==> config.mk <==
export PLATFORM = sky130hd
export DESIGN_NAME = indexed_priority_queue_flat
export DESIGN_NICKNAME = d
export VERILOG_FILES = /design/src/ipq_pkg.sv /design/src/ipq_req_if.sv /design/src/ipq_rsp_if.sv /design/src/ipq_mem.sv /design/src/indexed_priority_queue.sv /design/src/flat_wrapper.sv
export VERILOG_INCLUDE_DIRS = /design/src /design/src/src
export SDC_FILE = /design/constraint.sdc
export NUM_CORES = 2
export LEC_CHECK = 0
export BUFFER_PORTS_ARGS = -buffer_cell sky130_fd_sc_hd__buf_4
export CAP_MARGIN = 30
export CORE_UTILIZATION = 55
export CTS_CLUSTER_DIAMETER = 60
export DETAILED_ROUTE_END_ITERATION = 16
export MAX_ROUTING_LAYER = met4
export PLACE_DENSITY = 0.72
export SYNTH_ARGS = -nofsm -noshare
export SYNTH_HDL_FRONTEND = slang
export SYNTH_SLANG_ARGS = --single-unit
==> constraint.sdc <==
create_clock -name clk -period 5.4 [get_ports clk]
set_input_delay 1.08 -clock clk [delete_from_list [all_inputs] [get_ports clk]]
set_output_delay 1.08 -clock clk [all_outputs]
set_load 0.05 [all_outputs]
==> src/assert_macros.svh <==
// Assertion helpers shared by the RTL.
`ifndef ASSERT_MACROS_SVH
`define ASSERT_MACROS_SVH

// Clocked check, masked while reset is asserted.
`define ASSERT_CLK(label, prop, msg) \
	label: assert property (@(posedge clk) disable iff (!arst_n) prop) \
		else $error(msg);

// Condition that must never hold.
`define ASSERT_NEVER(label, cond, msg) \
	`ASSERT_CLK(label, !(cond), msg)

`endif

==> src/ipq_pkg.sv <==
package ipq_pkg;

	// fixed field widths of the channels
	localparam int OP_W       = 3;
	localparam int ID_W       = 8;
	localparam int PRI_W      = 32;
	localparam int RES_ID_W   = 6;
	localparam int OCC_W      = 7;
	localparam int CAP_W      = 7;
	localparam int CFG_IDX_W  = 1;
	localparam int CFG_DATA_W = 7;

	localparam logic [CAP_W-1:0] CAP_RESET = 7'd64;

	// configuration register indexes
	localparam logic [CFG_IDX_W-1:0] REG_MIN_AT_TOP = 1'd0;
	localparam logic [CFG_IDX_W-1:0] REG_CAPACITY   = 1'd1;

	typedef enum logic [OP_W-1:0] {
		OP_INSERT = 3'd0,
		OP_CHANGE = 3'd1,
		OP_REMOVE = 3'd2,
		OP_GET    = 3'd3,
		OP_DELETE = 3'd4,
		OP_PEEK   = 3'd5
	} op_t;

endpackage

==> src/ipq_req_if.sv <==
interface ipq_req_if;
	logic                         valid;
	logic                         ready;
	logic [ipq_pkg::OP_W-1:0]     operation;
	logic [ipq_pkg::ID_W-1:0]     entry_id;
	logic signed [ipq_pkg::PRI_W-1:0] priority_in;

	modport source(output valid, output operation, output entry_id, output priority_in,
		input ready);
	modport sink(input valid, input operation, input entry_id, input priority_in,
		output ready);
endinterface

==> src/ipq_rsp_if.sv <==
interface ipq_rsp_if;
	logic                             valid;
	logic                             ready;
	logic                             ok;
	logic [ipq_pkg::RES_ID_W-1:0]     result_id;
	logic signed [ipq_pkg::PRI_W-1:0] result_priority;
	logic [ipq_pkg::OCC_W-1:0]        occupancy;

	modport source(output valid, output ok, output result_id, output result_priority,
		output occupancy, input ready);
	modport sink(input valid, input ok, input result_id, input result_priority,
		input occupancy, output ready);
endinterface

==> src/ipq_mem.sv <==
// Simple dual-port RAM, one write and one read port, registered read data.
module ipq_mem #(
	parameter int DEPTH = 64,
	parameter int WIDTH = 32
) (
	input  logic                     clk,
	input  logic                     we,
	input  logic [$clog2(DEPTH)-1:0] waddr,
	input  logic [WIDTH-1:0]         wdata,
	input  logic [$clog2(DEPTH)-1:0] raddr,
	output logic [WIDTH-1:0]         rdata
);

	logic [WIDTH-1:0] mem [DEPTH];

	always_ff @(posedge clk) begin
		if (we) begin
			mem[waddr] <= wdata;
		end
	end

	always_ff @(posedge clk) begin
		rdata <= mem[raddr];
	end

endmodule

==> src/indexed_priority_queue.sv <==
// Indexed priority queue: at most one entry per id, each with a signed priority.
// req channel (valid/ready): operation, entry_id, priority_in. A transfer takes
// place when valid and ready are both high; ready is high while the block is idle.
// rsp channel (valid/ready): ok, result_id, result_priority, occupancy; one
// response per request, in request order.
// Configuration: cfg_write/cfg_index/cfg_data; the user must write it only
// while idle, the block does not enforce this. Index 0 min_at_top (reset 1),
// index 1 capacity_in_use (reset 64). Insert, change, remove and unknown ops
// pass EXEC and RESP after the request transfer; get priority of an active
// entry adds GET; delete top and peek top pass EXEC, one SCAN visit per entry
// below min(capacity_in_use, CAPACITY), DRAIN, FINAL and RESP, or EXEC and RESP
// at capacity zero. The scan reads one entry per cycle through the single read
// port of the priority RAM. The next request is taken the cycle after the
// response is loaded, so a new request waits until the last one is through.
// Reset clears all active marks, the occupancy and the control state; the
// priority RAM is not cleared (an entry is only read after being written).
// If the receiver stalls, the response waits in the output register; the next
// request is still taken and processed, and then waits for that register.
module indexed_priority_queue #(
	parameter int CAPACITY       = 64,
	parameter int PRIORITY_WIDTH = 32
) (
	input  logic                               clk,
	input  logic                               arst_n,
	ipq_req_if.sink                            req,
	ipq_rsp_if.source                          rsp,
	input  logic                               cfg_write,
	input  logic [ipq_pkg::CFG_IDX_W-1:0]      cfg_index,
	input  logic [ipq_pkg::CFG_DATA_W-1:0]     cfg_data
);

	`include "assert_macros.svh"

	localparam int IDX_W = $clog2(CAPACITY);
	localparam int CNT_W = $clog2(CAPACITY + 1);
	// compare width covers both the 8-bit id and the entry count
	localparam int CMP_W = (CNT_W > ipq_pkg::ID_W) ? CNT_W : ipq_pkg::ID_W;
	localparam int PW    = PRIORITY_WIDTH;

	typedef enum logic [2:0] {
		S_IDLE,
		S_EXEC,
		S_GET,
		S_SCAN,
		S_DRAIN,
		S_FINAL,
		S_RESP
	} state_t;

	state_t state_q;

	// configuration
	logic                         min_at_top_q;
	logic [ipq_pkg::CAP_W-1:0]    cap_q;

	// captured request
	ipq_pkg::op_t                 op_q;
	logic [ipq_pkg::ID_W-1:0]     id_q;
	logic [PW-1:0]                pri_q;

	// queue state
	logic [CAPACITY-1:0]          marks_q;
	logic [CNT_W-1:0]             count_q;

	// scan
	logic [IDX_W-1:0]             scan_idx_q;
	logic                         valid_s1;
	logic                         hit_s1;
	logic [IDX_W-1:0]             idx_s1;
	logic                         found_q;
	logic [IDX_W-1:0]             best_idx_q;
	logic signed [PW-1:0]         best_pri_q;

	// pending result
	logic                         res_ok_q;
	logic [IDX_W-1:0]             res_id_q;
	logic [PW-1:0]                res_pri_q;
	logic                         out_valid_q;

	// RAM port
	logic                         mem_we;
	logic [IDX_W-1:0]             mem_raddr;
	logic [PW-1:0]                mem_rdata;

	logic [CMP_W-1:0]             cap_ext;
	logic [CMP_W-1:0]             cap_eff;
	logic [CMP_W-1:0]             id_ext;
	logic [IDX_W-1:0]             id_idx;
	logic                         id_valid;
	logic                         id_act;
	logic                         scan_last;
	logic                         better;
	logic                         del_commit;
	logic signed [63:0]           pin_ext;
	logic signed [63:0]           rpr_ext;
	logic [CMP_W-1:0]             res_id_ext;
	logic [CMP_W-1:0]             occ_ext;

	// capacity saturates at the physical depth
	assign cap_ext  = CMP_W'(cap_q);
	assign cap_eff  = (cap_ext > CMP_W'(CAPACITY)) ? CMP_W'(CAPACITY) : cap_ext;
	assign id_ext   = CMP_W'(id_q);
	assign id_idx   = id_ext[IDX_W-1:0];
	assign id_valid = id_ext < cap_eff;
	assign id_act   = id_valid && marks_q[id_idx];

	assign scan_last = (CMP_W'(scan_idx_q) == (cap_eff - CMP_W'(1)));

	// delete top retires the winner in this cycle
	assign del_commit = (state_q == S_FINAL) && (op_q == ipq_pkg::OP_DELETE) && found_q;

	// strict compare keeps the lowest id on ties (ascending scan)
	assign better = min_at_top_q ? ($signed(mem_rdata) < best_pri_q)
	                             : ($signed(mem_rdata) > best_pri_q);

	// narrow or widen the Q16.16 input to the stored width, sign preserved
	assign pin_ext = 64'($signed(req.priority_in));
	assign rpr_ext = 64'($signed(res_pri_q));
	assign res_id_ext = CMP_W'(res_id_q);
	assign occ_ext    = CMP_W'(count_q);

	assign mem_we = (state_q == S_EXEC) &&
		(((op_q == ipq_pkg::OP_INSERT) && id_valid && !id_act) ||
		 ((op_q == ipq_pkg::OP_CHANGE) && id_act));
	assign mem_raddr = (state_q == S_SCAN) ? scan_idx_q : id_idx;

	ipq_mem #(
		.DEPTH (CAPACITY),
		.WIDTH (PW)
	) u_mem (
		.clk   (clk),
		.we    (mem_we),
		.waddr (id_idx),
		.wdata (pri_q),
		.raddr (mem_raddr),
		.rdata (mem_rdata)
	);

	assign req.ready = (state_q == S_IDLE);
	assign rsp.valid = out_valid_q;

	// configuration registers
	always_ff @(posedge clk or negedge arst_n) begin
		if (!arst_n) begin
			min_at_top_q <= 1'b1;
			cap_q        <= ipq_pkg::CAP_RESET;
		end else if (cfg_write) begin
			unique case (cfg_index)
				ipq_pkg::REG_MIN_AT_TOP: min_at_top_q <= cfg_data[0];
				ipq_pkg::REG_CAPACITY:   cap_q        <= cfg_data;
			endcase
		end
	end

	// control FSM with queue state, scan datapath and output register
	always_ff @(posedge clk or negedge arst_n) begin
		if (!arst_n) begin
			state_q     <= S_IDLE;
			marks_q     <= '0;
			count_q     <= '0;
			valid_s1    <= 1'b0;
			out_valid_q <= 1'b0;
			found_q     <= 1'b0;
		end else begin
			valid_s1 <= 1'b0;
			if (rsp.ready) begin
				out_valid_q <= 1'b0;
			end

			// scan compare, one entry per cycle behind the RAM read
			if (valid_s1 && hit_s1 && (!found_q || better)) begin
				found_q    <= 1'b1;
				best_idx_q <= idx_s1;
				best_pri_q <= $signed(mem_rdata);
			end

			unique case (state_q)
				S_IDLE: begin
					if (req.valid) begin
						op_q    <= ipq_pkg::op_t'(req.operation);
						id_q    <= req.entry_id;
						pri_q   <= pin_ext[PW-1:0];
						state_q <= S_EXEC;
					end
				end
				S_EXEC: begin
					res_ok_q  <= 1'b0;
					res_id_q  <= '0;
					res_pri_q <= '0;
					state_q   <= S_RESP;
					unique case (op_q)
						ipq_pkg::OP_INSERT: begin
							if (id_valid && !id_act) begin
								marks_q[id_idx] <= 1'b1;
								count_q         <= count_q + CNT_W'(1);
								res_ok_q        <= 1'b1;
							end
						end
						ipq_pkg::OP_CHANGE: res_ok_q <= id_act;
						ipq_pkg::OP_REMOVE: begin
							if (id_act) begin
								marks_q[id_idx] <= 1'b0;
								if (count_q != '0) begin
									count_q <= count_q - CNT_W'(1);
								end
								res_ok_q <= 1'b1;
							end
						end
						ipq_pkg::OP_GET: begin
							// read issued this cycle at id_idx
							if (id_act) begin
								state_q <= S_GET;
							end
						end
						ipq_pkg::OP_DELETE, ipq_pkg::OP_PEEK: begin
							found_q <= 1'b0;
							if (cap_eff != '0) begin
								scan_idx_q <= '0;
								state_q    <= S_SCAN;
							end
						end
						default: ;
					endcase
				end
				S_GET: begin
					res_ok_q  <= 1'b1;
					res_pri_q <= mem_rdata;
					state_q   <= S_RESP;
				end
				S_SCAN: begin
					valid_s1 <= 1'b1;
					hit_s1   <= marks_q[scan_idx_q];
					idx_s1   <= scan_idx_q;
					if (scan_last) begin
						state_q <= S_DRAIN;
					end else begin
						scan_idx_q <= scan_idx_q + IDX_W'(1);
					end
				end
				S_DRAIN: state_q <= S_FINAL;
				S_FINAL: begin
					if (found_q) begin
						res_ok_q  <= 1'b1;
						res_id_q  <= best_idx_q;
						res_pri_q <= best_pri_q;
						if (op_q == ipq_pkg::OP_DELETE) begin
							marks_q[best_idx_q] <= 1'b0;
							if (count_q != '0) begin
								count_q <= count_q - CNT_W'(1);
							end
						end
					end
					state_q <= S_RESP;
				end
				S_RESP: begin
					if (!out_valid_q || rsp.ready) begin
						out_valid_q         <= 1'b1;
						rsp.ok              <= res_ok_q;
						rsp.result_id       <= res_id_ext[ipq_pkg::RES_ID_W-1:0];
						rsp.result_priority <= rpr_ext[ipq_pkg::PRI_W-1:0];
						rsp.occupancy       <= occ_ext[ipq_pkg::OCC_W-1:0];
						state_q             <= S_IDLE;
					end
				end
			endcase
		end
	end

	`ASSERT_CLK(a_count_matches_marks, count_q == CNT_W'($countones(marks_q)), "count vs marks")
	`ASSERT_NEVER(a_count_overflow, count_q > CNT_W'(CAPACITY), "occupancy above capacity")
	`ASSERT_CLK(a_delete_clears, del_commit |=> !marks_q[$past(best_idx_q)], "top still active")
	`ASSERT_CLK(a_scan_in_flight, valid_s1 |-> (state_q == S_SCAN || state_q == S_DRAIN), "stray scan")

endmodule

==> src/flat_wrapper.sv <==
// flat-port wrapper written by rule: the top's interface ports become plain ports
module indexed_priority_queue_flat 
#(
	parameter int CAPACITY       = 64,
	parameter int PRIORITY_WIDTH = 32
)
  (clk, arst_n, cfg_write, cfg_index, cfg_data, req_valid, req_operation, req_entry_id, req_priority_in, req_ready, rsp_valid, rsp_ok, rsp_result_id, rsp_result_priority, rsp_occupancy, rsp_ready);
  ipq_req_if req_i ();
  ipq_rsp_if rsp_i ();
  input  logic clk;
  input  logic arst_n;
  input  logic cfg_write;
  input  logic [ipq_pkg::CFG_IDX_W-1:0] cfg_index;
  input  logic [ipq_pkg::CFG_DATA_W-1:0] cfg_data;
  input wire logic [$bits(req_i.valid)-1:0] req_valid;
  input wire logic [$bits(req_i.operation)-1:0] req_operation;
  input wire logic [$bits(req_i.entry_id)-1:0] req_entry_id;
  input wire logic [$bits(req_i.priority_in)-1:0] req_priority_in;
  output wire logic [$bits(req_i.ready)-1:0] req_ready;
  output wire logic [$bits(rsp_i.valid)-1:0] rsp_valid;
  output wire logic [$bits(rsp_i.ok)-1:0] rsp_ok;
  output wire logic [$bits(rsp_i.result_id)-1:0] rsp_result_id;
  output wire logic [$bits(rsp_i.result_priority)-1:0] rsp_result_priority;
  output wire logic [$bits(rsp_i.occupancy)-1:0] rsp_occupancy;
  input wire logic [$bits(rsp_i.ready)-1:0] rsp_ready;
  assign req_i.valid = req_valid;
  assign req_i.operation = req_operation;
  assign req_i.entry_id = req_entry_id;
  assign req_i.priority_in = req_priority_in;
  assign req_ready = req_i.ready;
  assign rsp_valid = rsp_i.valid;
  assign rsp_ok = rsp_i.ok;
  assign rsp_result_id = rsp_i.result_id;
  assign rsp_result_priority = rsp_i.result_priority;
  assign rsp_occupancy = rsp_i.occupancy;
  assign rsp_i.ready = rsp_ready;
  indexed_priority_queue #(.CAPACITY(CAPACITY), .PRIORITY_WIDTH(PRIORITY_WIDTH)) u_core (.clk(clk), .arst_n(arst_n), .req(req_i), .rsp(rsp_i), .cfg_write(cfg_write), .cfg_index(cfg_index), .cfg_data(cfg_data));
endmodule
==> results.json <==
{
  "outcome": "finished clean",
  "final-max-slew-violation-count": 0,
  "tot_gr_track_use": 0.298,
  "timing.hold.worst.class": "in -> async",
  "period_minus_slack_ps": 4570,
  "detail_route.wl_per_cell_um": 26.7,
  "via_count": 59400,
  "largest_net_degree_at_the_start_of_global_routing": 123,
  "drv.max_cap_violation_count": 0,
  "worstSetupStartpoint": "u_core.id_ext[2]$_DFFE_PP_",
  "finalWeightedCongestion": 0.938,
  "synth_most_common_cell": "edfxtp_1",
  "critPathLaunchType": "register",
  "finish.utilization": 0.629,
  "holdWs_ps": 88.6,
  "path_class": "reg -> reg",
  "seq_area_frac_synth": 0.735,
  "drt-pass1-iter-count": 8,
  "die-area_um2": 174000,
  "netlist_top_cells_area": "edfxtp_1 (71%), nand2_1 (6.4%), mux2i_1 (5.3%)",
  "final.fill_count": 12100,
  "yosys-top-cells-count": "edfxtp_1 (2,227), nand2_1 (1,622), nand3_1 (819), mux2i_1 (499), clkbuf_1 (329)",
  "dp_hpwl_um": 146000,
  "drive_above_1_share": 0.114,
  "power_density_nw_per_um2": 432,
  "worst_pin_slew_ps": 1090,
  "critPathMostFrequentCell": "buf_4",
  "largest_area_contributor_in_the_synthesized_netlist": "edfxtp_1",
  "placed_inst_area_um2": 99900,
  "synth_edf_count": 2227,
  "setup_slack_at_placement_ps": 891,
  "cpLargestDelayFamily": "buffers and inverters",
  "finalHoldViolations": 0,
  "leakage_nw": 37.7,
  "cts_made_buffers": 224,
  "synthesis.area_per_instance_um2": 13.8,
  "synth-seq-cells": 2344,
  "dp.cells": 9059,
  "cp.required_ps": 5880,
  "cp_num_buf_inv": 3,
  "postSynthNetCount": 6956,
  "worstSkewPairLatency_ps": 860,
  "yosysUniqueCellTypes": 68,
  "total_power_mw": 46.2,
  "grt_pass1_wl_um": 371000,
  "final_cycle_share": 0.846,
  "synth_top_area_frac": 0.706,
  "via_density": 6.27,
  "end_kind": "register",
  "max_slew_margin": 0.270,
  "post_layout_nonfiller_instances": 9481,
  "prevailing_post_synth_register_cell": "edfxtp_1",
  "ant_nets": 0,
  "worst_ir_drop_vdd_uv": 279,
  "chipHeight_um": 417,
  "cts-hold-fix-buffers": 0,
  "finalSetupViolations": 0,
  "sequence_of_cells_on_the_critical_path": "buf_4 > mux2i_1 > mux4_2 > a21o_1 > a22o_1 > o31a_1 > nor3_2 > buf_4 > nand2_1 > nor2_4 > buf_4",
  "detail_route.wirelength_um": 253000,
  "grt_antenna_before_repair": 9,
  "tritoncts": "done",
  "timing.clock.skew_ps": 27.4,
  "synthesis.instances": 6856,
  "final_net_count": 7091,
  "synth.cell_area_um2": 94800,
  "die_x_um": 417,
  "htree_num_levels": 4,
  "drt_drc_violations_left": 0,
  "seqCellArea_um2": 69600,
  "post-route-worst-setup-slack_ps": 830,
  "floorplan.core_area_um2": 170000,
  "cts_buffer_depth": 3,
  "initial_core_util": 0.557,
  "crit_path_max_fanout": 32,
  "rr_startpoint": "u_core.id_ext[2]$_DFFE_PP_",
  "cpPeakStageDelay_ps": 710,
  "proportion_of_synthesized_flip_flops_having_asynchronous_set_or_reset": 0.0363,
  "first_iter_violations": 8901,
  "setup_tns_ps": 0,
  "count_of_input_and_output_buffers": 103,
  "globalRouteOverflowTotal": 0,
  "synthToLayoutAreaGrowth_pct": 12.9,
  "placement_rows": 151,
  "postCtsSetupBuffers": 0,
  "cp.arrival_ps": 5050,
  "via_count_of_the_first_global_routing_pass": 56900,
  "timing.fmax_mhz": 219,
  "cts_root_buffer": "clkbuf_16",
  "worst_path_max_delay_cell": "edfxtp_1",
  "multiInputGateArea_um2": 23800,
  "rsz0062_at_grt": "no",
  "layout.cell_area.non_filler_um2": 107000,
  "io_pins": 104,
  "synthesis.yosys.warnings": 0,
  "cts.sinks": 2344,
  "cts_repair_resize_count": 0,
  "clkTransAtPathRegs_ps": 60
}
-- state kept, by name, summed over array words and instances, names as in the netlist, 7 cells and up, named ones only --
register / flops
u_core.res_pri_q: 32
u_core.id_ext: 8
u_core.u_mem.rdata: 32
u_core.count_q: 7
u_core.rsp.occupancy: 7
u_core.pri_q: 32
u_core.rsp.result_priority: 32
u_core.cap_q: 7
u_core.best_pri_q: 32
u_core.u_mem.mem: 2048
-- worst paths after layout --
| path | endpoint | slack, ps | cells after the start |
|---|---|---|---|
| setup / recovery | u_core.u_mem.mem[5][8]$_DFFE_PP_ | 830 | 11 |
| setup reg to reg | u_core.u_mem.mem[5][8]$_DFFE_PP_ | 830 | 11 |
| hold / removal | u_core.count_q[5]$_DFFE_PN0P_ | 90 | 1 |
| hold reg to reg | u_core.rsp.result_priority[24]$_DFFE_PP_ | 410 | 0 |
| max in group asynchronous | asynchronous set/reset pin | 4430 | 3 |
| min in group clk | u_core.pri_q[30]$_DFFE_PP_ | 390 | 1 |
-- routing by layer --
| metal | GRT usage | share of wire | up-vias |
|---|---|---|---|
| li1 | - | - | 26000 |
| met1 | 0.416 | 0.39 | 29500 |
| met2 | 0.430 | 0.45 | 3451 |
| met3 | 0.0617 | 0.12 | 531 |
| met4 | 0.118 | 0.042 | 0 |
| met5 | - | 0 | - |
-- final cells by class --
class,count,share of cell area
tap,2295,0.0268
timing repair buffer,371,0.0323
inverter,45,0.00158
sequential,2344,0.651
antenna,9,0.000210
clock inverter,119,0.0100
clock buffer,293,0.0561
multi-input combinational,4005,0.222
-- worst reg2reg max path, stage by stage (launching register included) --
cell,delay (ps)
edfxtp_1,710
buf_4,320
mux2i_1,90
mux4_2,470
a21o_1,180
a22o_1,280
o31a_1,330
nor3_2,280
buf_4,340
nand2_1,510
nor2_4,210
buf_4,450
-- cell families (layout without fill, tap and decap cells) --
group | after synthesis | after routing | synth area share
AND/OR/NAND/NOR | 2764 | 2764 | 0.127
flip-flops | 2344 | 2344 | 0.735
AO/OA/AOI/OAI | 646 | 646 | 0.0500
multiplexers | 539 | 539 | 0.0607
buffers and inverters | 507 | 828 | 0.0211
adder cells (fa/ha/maj) | 44 | 44 | 0.00581
XOR/XNOR | 12 | 12 | 0.00111
other | 0 | 9 | 0
-- placed cells by master, fill, tap and decap left out, types with 13 or more instances in the layout --
cell type | Yosys | layout
nor2_1 | 111 | 42
nor2b_1 | 13 | 13
a31oi_1 | 67 | 67
buf_4 | 3 | 317
o21ai_0 | 169 | 169
a221o_1 | 32 | 32
clkinv_2 | 0 | 42
a22oi_1 | 65 | 65
edfxtp_1 | 2227 | 2227
bufinv_16 | 0 | 14
clkbuf_1 | 329 | 57
clkbuf_16 | 0 | 226
a311o_1 | 33 | 33
inv_1 | 44 | 44
mux4_2 | 27 | 27
clkinv_1 | 1 | 40
and3_1 | 108 | 107
ha_1 | 44 | 44
nor2_4 | 0 | 69
dfrtp_1 | 83 | 83
nor3_1 | 15 | 14
a32o_1 | 32 | 32
nand2_1 | 1622 | 1622
a21oi_1 | 18 | 15
nand3_1 | 819 | 819
buf_12 | 0 | 52
dfxtp_1 | 32 | 32
mux2i_1 | 499 | 496
a311oi_1 | 160 | 160
-- power by group --
group / leakage, nW / total (mW) / internal [mW] / switching, mW
logic: 12.8 / 10.0 / 3.07 / 6.93
registers: 21.5 / 21.0 / 20.5 / 0.513
clock network: 3.45 / 15.2 / 8.50 / 6.69
(Power assumes the default switching activity.)
